<file path="src/hdl/arc_event_detector_macros.svh">
// ----------------------------------------------------------------------------
// arc_event_detector_macros
// assertion shorthands shared by the arc event detector modules
// ----------------------------------------------------------------------------
`ifndef ARC_EVENT_DETECTOR_MACROS_SVH
`define ARC_EVENT_DETECTOR_MACROS_SVH

// condition in this cycle implies consequence in the same cycle
`define AED_ASSERT_NOW(lbl, clk, rst_n, ante, cons, msg) \
    lbl: assert property (@(posedge clk) disable iff (!rst_n) (ante) |-> (cons)) \
        else $error(msg);

// condition in this cycle implies consequence in the next cycle
`define AED_ASSERT_NEXT(lbl, clk, rst_n, ante, cons, msg) \
    lbl: assert property (@(posedge clk) disable iff (!rst_n) (ante) |=> (cons)) \
        else $error(msg);

`endif

</file>
<file path="src/hdl/aed_pkg.sv">
// ----------------------------------------------------------------------------
// aed_pkg
// widths, register codes and shared types of the arc event detector
// ----------------------------------------------------------------------------
`default_nettype none

package aed_pkg;

    localparam int SAMPLE_BITS    = 16;
    localparam int COUNT_BITS     = 16;
    localparam int THR_BITS       = 15;
    localparam int TIMEOUT_BITS   = 16;
    localparam int TIME_BITS      = 32;
    localparam int CFG_DATA_BITS  = 16;
    localparam int CFG_INDEX_BITS = 2;

    // compare width: room for sign, sample difference and doubling
    localparam int CMP_BITS = ((SAMPLE_BITS > THR_BITS) ? SAMPLE_BITS : THR_BITS) + 2;

    localparam logic [THR_BITS-1:0]     THR_RESET     = '0;
    localparam logic [TIMEOUT_BITS-1:0] TIMEOUT_RESET = TIMEOUT_BITS'(100);

    typedef enum logic [CFG_INDEX_BITS-1:0] {
        REG_ARC_THRESHOLD = CFG_INDEX_BITS'(0),
        REG_EVENT_TIMEOUT = CFG_INDEX_BITS'(1)
    } t_cfg_reg;

    typedef struct packed {
        logic is_arc;
        logic is_pulse;
    } t_class;

    typedef struct packed {
        logic                  emit;
        logic [COUNT_BITS-1:0] arc_samples;
        logic [COUNT_BITS-1:0] pulse_samples;
        logic [TIME_BITS-1:0]  duration_ms;
    } t_result;

endpackage

`default_nettype wire

</file>
<file path="src/hdl/aed_classify.sv">
// ----------------------------------------------------------------------------
// aed_classify
// arc and pulse classification of one sample against the threshold and the stored sample
// ----------------------------------------------------------------------------
`default_nettype none

module aed_classify import aed_pkg::*; (
    input  logic signed [SAMPLE_BITS-1:0] i_sample,
    input  logic signed [SAMPLE_BITS-1:0] i_prev_sample,
    input  logic        [THR_BITS-1:0]    i_threshold,
    output t_class                        o_class
);

    logic signed [CMP_BITS-1:0] w_s;
    logic signed [CMP_BITS-1:0] w_p;
    logic signed [CMP_BITS-1:0] w_thr;
    logic signed [CMP_BITS-1:0] w_delta;
    logic        [CMP_BITS-1:0] w_abs;
    logic        [CMP_BITS-1:0] w_dbl;

    assign w_s     = CMP_BITS'(i_sample);
    assign w_p     = CMP_BITS'(i_prev_sample);
    assign w_thr   = $signed(CMP_BITS'(i_threshold));
    assign w_delta = w_s - w_p;
    assign w_abs   = w_delta[CMP_BITS-1] ? unsigned'(-w_delta) : unsigned'(w_delta);
    // 2*|delta| > threshold, exact in integers
    assign w_dbl   = {w_abs[CMP_BITS-2:0], 1'b0};

    assign o_class.is_arc   = (w_s > w_thr);
    assign o_class.is_pulse = (w_dbl > unsigned'(w_thr));

endmodule

`default_nettype wire

</file>
<file path="src/hdl/aed_event.sv">
// ----------------------------------------------------------------------------
// aed_event
// event state: priming, open/close decision, saturating counters
// ----------------------------------------------------------------------------
`default_nettype none

`include "arc_event_detector_macros.svh"

module aed_event import aed_pkg::*; (
    input  logic                          i_clk,
    input  logic                          i_rst_n,
    input  logic                          i_take,
    input  logic signed [SAMPLE_BITS-1:0] i_sample,
    input  logic        [TIME_BITS-1:0]   i_time_ms,
    input  logic        [TIMEOUT_BITS-1:0] i_timeout_ms,
    input  t_class                        i_class,
    output logic signed [SAMPLE_BITS-1:0] o_prev_sample,
    output t_result                       o_result
);

    logic                          r_primed,    n_primed;
    logic signed [SAMPLE_BITS-1:0] r_prev,      n_prev;
    logic                          r_open,      n_open;
    logic        [TIME_BITS-1:0]   r_start_ms,  n_start_ms;
    logic        [COUNT_BITS-1:0]  r_arc_cnt,   n_arc_cnt;
    logic        [COUNT_BITS-1:0]  r_pulse_cnt, n_pulse_cnt;

    logic [TIME_BITS-1:0]  w_elapsed;
    logic [COUNT_BITS-1:0] w_pulse_upd;

    function automatic logic [COUNT_BITS-1:0] sat_inc(input logic [COUNT_BITS-1:0] c);
        return (&c) ? c : c + COUNT_BITS'(1);
    endfunction

    assign w_elapsed   = i_time_ms - r_start_ms;
    assign w_pulse_upd = i_class.is_pulse ? sat_inc(r_pulse_cnt) : r_pulse_cnt;

    always_comb begin
        n_primed    = r_primed;
        n_prev      = r_prev;
        n_open      = r_open;
        n_start_ms  = r_start_ms;
        n_arc_cnt   = r_arc_cnt;
        n_pulse_cnt = r_pulse_cnt;

        o_result.emit          = 1'b0;
        o_result.arc_samples   = r_arc_cnt;
        o_result.pulse_samples = w_pulse_upd;
        o_result.duration_ms   = w_elapsed;

        if (!r_primed) begin
            n_primed = 1'b1;
            n_prev   = i_sample;
        end else begin
            n_prev = i_sample;
            if (i_class.is_arc) begin
                if (!r_open) begin
                    n_open      = 1'b1;
                    n_start_ms  = i_time_ms;
                    n_arc_cnt   = COUNT_BITS'(1);
                    n_pulse_cnt = i_class.is_pulse ? COUNT_BITS'(1) : '0;
                end else begin
                    n_arc_cnt   = sat_inc(r_arc_cnt);
                    n_pulse_cnt = w_pulse_upd;
                end
            end else if (r_open) begin
                n_pulse_cnt = w_pulse_upd;
                if (w_elapsed > TIME_BITS'(i_timeout_ms)) begin
                    o_result.emit = 1'b1;
                    n_open        = 1'b0;
                    n_arc_cnt     = '0;
                    n_pulse_cnt   = '0;
                end
            end
        end
    end

    always_ff @(posedge i_clk) begin
        if (!i_rst_n) begin
            r_primed    <= 1'b0;
            r_prev      <= '0;
            r_open      <= 1'b0;
            r_start_ms  <= '0;
            r_arc_cnt   <= '0;
            r_pulse_cnt <= '0;
        end else if (i_take) begin
            r_primed    <= n_primed;
            r_prev      <= n_prev;
            r_open      <= n_open;
            r_start_ms  <= n_start_ms;
            r_arc_cnt   <= n_arc_cnt;
            r_pulse_cnt <= n_pulse_cnt;
        end
    end

    assign o_prev_sample = r_prev;

    `AED_ASSERT_NOW(a_emit_needs_open, i_clk, i_rst_n, o_result.emit, r_open && r_primed, "close without an open event")
    `AED_ASSERT_NOW(a_open_has_arc, i_clk, i_rst_n, r_open, r_arc_cnt != '0, "open event with zero arc count")
    `AED_ASSERT_NEXT(a_close_clears, i_clk, i_rst_n, i_take && o_result.emit, !r_open && r_arc_cnt == '0 && r_pulse_cnt == '0, "counters not cleared at close")

endmodule

`default_nettype wire

</file>
<file path="src/hdl/arc_event_detector.sv">
// ----------------------------------------------------------------------------
// arc_event_detector
// flags arc and pulse samples, groups them into events, reports closed events
// ----------------------------------------------------------------------------
//
//  channel   handshake            payload
//  -------   ------------------   ------------------------------------------
//  in        i_valid / o_ready    i_sample, i_time_ms
//  out       o_valid / i_ready    o_arc_samples, o_pulse_samples, o_duration_ms
//  config    i_cfg_we             i_cfg_index, i_cfg_data
//
//  one request per cycle unless the output register stalls, the only hold-up:
//  an accepted sample is held in the input register, the classifier and event
//  logic work on the held sample, and a closed event lands in the output
//  register when the sample is taken; a stalled result keeps the input
//  register full, so o_ready drops only while both registers are occupied
//  synchronous active-low reset clears control state and loads the register
//  defaults (threshold 0, timeout 100 ms)
// ----------------------------------------------------------------------------
`default_nettype none

`include "arc_event_detector_macros.svh"

module arc_event_detector import aed_pkg::*; (
    input  logic                           i_clk,
    input  logic                           i_rst_n,
    // sample requests
    input  logic                           i_valid,
    output logic                           o_ready,
    input  logic signed [SAMPLE_BITS-1:0]  i_sample,
    input  logic        [TIME_BITS-1:0]    i_time_ms,
    // closed event reports
    output logic                           o_valid,
    input  logic                           i_ready,
    output logic        [COUNT_BITS-1:0]   o_arc_samples,
    output logic        [COUNT_BITS-1:0]   o_pulse_samples,
    output logic        [TIME_BITS-1:0]    o_duration_ms,
    // configuration writes
    input  logic                           i_cfg_we,
    input  logic        [CFG_INDEX_BITS-1:0] i_cfg_index,
    input  logic        [CFG_DATA_BITS-1:0]  i_cfg_data
);

    // configuration registers
    logic [THR_BITS-1:0]     r_arc_threshold;
    logic [TIMEOUT_BITS-1:0] r_event_timeout_ms;

    // input register
    logic                          r_in_valid;
    logic signed [SAMPLE_BITS-1:0] r_in_sample;
    logic        [TIME_BITS-1:0]   r_in_time_ms;

    // output register
    logic                  r_out_valid;
    logic [COUNT_BITS-1:0] r_out_arc;
    logic [COUNT_BITS-1:0] r_out_pulse;
    logic [TIME_BITS-1:0]  r_out_duration;

    logic                          w_take;
    logic                          w_in_acc;
    logic signed [SAMPLE_BITS-1:0] w_prev_sample;
    t_class                        w_class;
    t_result                       w_res;

    // the held request is processed once the output register has room
    assign w_take   = r_in_valid && (!r_out_valid || i_ready);
    assign o_ready  = !r_in_valid || w_take;
    assign w_in_acc = i_valid && o_ready;

    // register writes; unknown indexes are dropped
    always_ff @(posedge i_clk) begin
        if (!i_rst_n) begin
            r_arc_threshold    <= THR_RESET;
            r_event_timeout_ms <= TIMEOUT_RESET;
        end else if (i_cfg_we) begin
            unique case (i_cfg_index)
                REG_ARC_THRESHOLD: r_arc_threshold    <= i_cfg_data[THR_BITS-1:0];
                REG_EVENT_TIMEOUT: r_event_timeout_ms <= i_cfg_data[TIMEOUT_BITS-1:0];
                default: ;
            endcase
        end
    end

    // input register
    always_ff @(posedge i_clk) begin
        if (!i_rst_n) begin
            r_in_valid <= 1'b0;
        end else if (w_in_acc) begin
            r_in_valid <= 1'b1;
        end else if (w_take) begin
            r_in_valid <= 1'b0;
        end
    end

    always_ff @(posedge i_clk) begin
        if (w_in_acc) begin
            r_in_sample  <= i_sample;
            r_in_time_ms <= i_time_ms;
        end
    end

    aed_classify u_classify (
        .i_sample      (r_in_sample),
        .i_prev_sample (w_prev_sample),
        .i_threshold   (r_arc_threshold),
        .o_class       (w_class)
    );

    aed_event u_event (
        .i_clk         (i_clk),
        .i_rst_n       (i_rst_n),
        .i_take        (w_take),
        .i_sample      (r_in_sample),
        .i_time_ms     (r_in_time_ms),
        .i_timeout_ms  (r_event_timeout_ms),
        .i_class       (w_class),
        .o_prev_sample (w_prev_sample),
        .o_result      (w_res)
    );

    // output register: loads on a closing sample, empties when taken
    always_ff @(posedge i_clk) begin
        if (!i_rst_n) begin
            r_out_valid <= 1'b0;
        end else if (w_take && w_res.emit) begin
            r_out_valid <= 1'b1;
        end else if (i_ready) begin
            r_out_valid <= 1'b0;
        end
    end

    always_ff @(posedge i_clk) begin
        if (w_take && w_res.emit) begin
            r_out_arc      <= w_res.arc_samples;
            r_out_pulse    <= w_res.pulse_samples;
            r_out_duration <= w_res.duration_ms;
        end
    end

    assign o_valid         = r_out_valid;
    assign o_arc_samples   = r_out_arc;
    assign o_pulse_samples = r_out_pulse;
    assign o_duration_ms   = r_out_duration;

    `AED_ASSERT_NEXT(a_in_held, i_clk, i_rst_n, r_in_valid && !w_take, r_in_valid && $stable(r_in_sample) && $stable(r_in_time_ms), "held sample lost")
    `AED_ASSERT_NOW(a_ready_when_empty, i_clk, i_rst_n, !r_in_valid, o_ready, "empty input register not ready")
    `AED_ASSERT_NOW(a_result_from_close, i_clk, i_rst_n, $rose(r_out_valid), $past(w_take && w_res.emit), "result without a closing sample")

endmodule

`default_nettype wire
</file>
<file path="config.mk">
export PLATFORM = sky130hd
export DESIGN_NAME = arc_event_detector
export DESIGN_NICKNAME = d
export VERILOG_FILES = /design/src/hdl/aed_pkg.sv /design/src/hdl/aed_classify.sv /design/src/hdl/aed_event.sv /design/src/hdl/arc_event_detector.sv
export VERILOG_INCLUDE_DIRS = /design/src /design/src/hdl
export SDC_FILE = /design/constraint.sdc
export NUM_CORES = 1
export LEC_CHECK = 0
export BUFFER_PORTS_ARGS = -buffer_cell sky130_fd_sc_hd__buf_2
export CAP_MARGIN = 20
export CORE_UTILIZATION = 30
export CTS_CLUSTER_DIAMETER = 60
export DETAILED_ROUTE_END_ITERATION = 16
export PLACE_DENSITY = 0.51
export SLEW_MARGIN = 10
export SYNTH_ARGS = -nofsm -noshare
export SYNTH_HDL_FRONTEND = slang
export SYNTH_SLANG_ARGS = --single-unit
</file>
<file path="constraint.sdc">
create_clock -name i_clk -period 13.25 [get_ports i_clk]
set_input_delay 2.65 -clock i_clk [delete_from_list [all_inputs] [get_ports i_clk]]
set_output_delay 2.65 -clock i_clk [all_outputs]
set_load 0.02 [all_outputs]
</file>
==> reports/metrics.yaml <==
power:
  p_clk_frac: 0.450
  p_sw_mw: 0.540
  swShare: 0.267
  seqPwrFrac: 0.382
  p_comb_frac: 0.167
  p_int_mw: 1.48
  ir_worst_vdd_mv: 0.0957
  power_density_nw_per_um2: 134
  p_total_mw: 2.02
  leakagePower_nw: 5.70
synthesis:
  muxShareOfSynthArea: 0.00498
  synth_area_leaders: "edfxtp_1, dfxtp_1, ha_1"
  ys_warn_count: 0
  synth_simple_gate_area_share: 0.182
  ys_seq_area_frac: 0.442
  yosys.area_share.adder: 0.0959
  synth.net_count: 1557
  async_flop_share: 0
  synth.top_cell.area_share: 0.262
  synth_top_family_by_area: "compound AO/OA/AOI/OAI gates"
  ys_seq_elements: 227
  synth-xor-area-share: 0.0389
  ys_top_cells_by_count: "nand2_1, dfxtp_1, edfxtp_1"
  syn_area_um2: 12800
  synth_edf_count: 112
  yosysUniqueCellTypes: 83
  yosysMostFrequentCell: "nand2_1"
  synth-compound-area-share: 0.187
  ys.flop_type: "dfxtp_1"
  avgSynthCellArea_um2: 9.23
  post-synth-top-area-cell: "edfxtp_1"
  synthCells: 1389
sta:
  rsz0062_at_grt: "false"
  final_hold_viol_count: 0
  finalCriticalPeriod_ns: 6.12
  setup-violations-final: 0
  period_share: 0.462
  setup_tns_ns: 0
  holdWs_ns: 0.462
  clock_skew_ns: 0.0144
  slew_viol_final: 0
  fin_ws_ns: 7.13
  worstMarginPinSlew_ns: 0.998
  max_freq_mhz: 163
  maxSlewHeadroom: 0.335
global_route:
  top_usage_layer: "met2"
  grt_pass1_vias: 9814
  grtUsageTotal: 0.152
  gr-usage-met3: 0.0234
  use_met2: 0.254
  antenna_found_initial: 0
  grtUsageMet1: 0.204
  grt_pass1_wl_mm: 53.1
  grt_max_degree: 96
  overflow: 0
routing:
  route.detailed.wl_per_inst_um: 16.1
  drt_wl_total_mm: 33.3
  via_count: 10300
  firstDrtPassIters: 5
  drt_iter0_drc: 592
  ant_nets: 0
  drcViolationCount: 0
  viasPerCell: 4.95
run:
  maxCapViolCount: 0
final_layout:
  syn_to_final_growth_pct: 17.9
  diodes: 0
  final_nets: 1682
  drive_gt1_frac: 0.143
  instances_no_fill: 2076
critical_path:
  endpoint_kind: "output port"
  path_class: "input port to output port"
  worstPathMaxFanout: 3
  setup.worst_path.start_class: "input port"
  rrSetupSlack_ns: 7.31
  cp.required_ns: 10.60
  arrival_ns: 3.47
clock_tree:
  cts_setup_buffers: 0
  cts_made_buffers: 29
  cts_resized: 0
  cts_sinks: 227
  cts_root_buf: "clkbuf_16"
  h-tree-depth: 1
  cts.hold.buffers_added: 0
  cts_buffer_depth: 3
  clkLatencyLatePin_ns: 0.57
  clkTransAtPathRegs_ns: 0.06
  cts_tree: "built"
floorplanning:
  initial_core_util: 0.305
  rows: 75
  coreArea_um2: 42000
  io_pins: 137
  dieArea_um2: 43600
  die_w_um: 209
  die_h_um: 209
worst_hold_path:
  hold_class: "register to register"
place:
  gp_congestion: 0.840
  dpl.cell_count: 2022
  pre_cts_ws_ns: 7.07
  place.port_buffers: 136
  dp_hpwl_mm: 24.8
status:
  outcome: "complete, no violations"
[layer usage]
| metal | part of all wire | up-vias | wire length (um) |
|---|---|---|---|
| met3 | 0.044 | 41 | 1450 |
| li1 | - | 5223 | - |
| met1 | 0.47 | 4809 | 15700 |
| met5 | 0 | - | 0 |
| met2 | 0.47 | 208 | 15600 |
| met4 | 0.019 | 0 | 631 |
[metrics by stage]
| stage | util | instance area (um^2) |
|---|---|---|
| after CTS | 0.360 | 15100 |
| after global routing | 0.360 | 15100 |
| after global placement | 0.333 | 14000 |
| final | 0.360 | 15100 |
| after floorplan | - | 12800 |
| after detailed placement | 0.333 | 14000 |
[cells in the final DEF (no fill, tap or decap), drive strengths merged, types with 4 or more instances in the layout]
cell    synthesis  layout
nand2         247     247
nand2b         20      20
or3             5       5
nand4          14      14
nor4            6       6
buf            10     141
and3           23      23
xor2           24      24
clkbuf         37      31
a21o           21      21
a41oi          10      10
o22ai           4       4
nand3b          4       4
bufinv          0       9
and2           11      11
ha             95      95
clkinv          0       9
a211oi          9       9
nor2           56      56
nand3          42      42
dfxtp         115     115
o21ai          54      54
inv           107     111
or2             7       7
o21a           13      13
nor2b          10      10
edfxtp        112     112
and4            7       7
a31oi          29      29
a21boi         78      78
nor3b           5       5
nor3           18      18
a21oi          81      81
o211ai         24      24
xnor2          33      33
[final timing paths]
check	cells past startpoint	endpoint	startpoint
setup reg to reg	19	o_duration_ms[0]$_DFFE_PP_	r_in_time_ms[0]$_DFFE_PP_
setup / recovery	4	o_ready	i_ready
hold reg to reg	2	u_event.r_start_ms[13]$_SDFFE_PN0P_	u_event.r_start_ms[13]$_SDFFE_PN0P_
hold / removal	2	u_event.r_start_ms[13]$_SDFFE_PN0P_	u_event.r_start_ms[13]$_SDFFE_PN0P_
[worst max-delay path, stage by stage]
cell and delay (ns):
buf_2 0.11, nor2b_1 0.33, nand2_1 0.19, buf_2 0.20
[flip-flops by register name, indices dropped and copies added, names as in the netlist]
signal / flops
o_valid: 1
u_event.r_primed: 1
o_pulse_samples: 16
u_event.r_arc_cnt: 16
u_event.r_start_ms: 32
r_in_sample: 16
u_event.r_pulse_cnt: 16
r_event_timeout_ms: 16
r_arc_threshold: 15
o_arc_samples: 16
o_duration_ms: 32
r_in_valid: 1
r_in_time_ms: 32
u_event.o_prev_sample: 16
u_event.r_open: 1
[cells by family after synthesis]
logic type / count (synthesis)
compound gates: 357
fa+ha+maj: 97
simple gates: 491
flops: 227
buf+inv: 154
xor+xnor: 57
mux: 6
[power by group through the flow]
stage          Sequential [mW]  Combinational (mW)  Clock (mW)
2_1_floorplan            0.784               0.256           0
3_3_place_gp             0.789               0.330           0
3_5_place_dp             0.789               0.338           0
4_1_cts                  0.774               0.340       0.938
5_1_grt                  0.776               0.386       0.966
6_report                 0.774               0.338       0.911
[area by class of cell]
class                   instances  area [um^2]
inverters                     107          402
flip-flops and latches        227         5670
well taps                     539          674
clock buffers                  31          754
fillers                      4290        26900
clock inverters                23          362
multi-input cells            1008         6540
repair buffers                141          718
(Power assumes the default switching activity.)
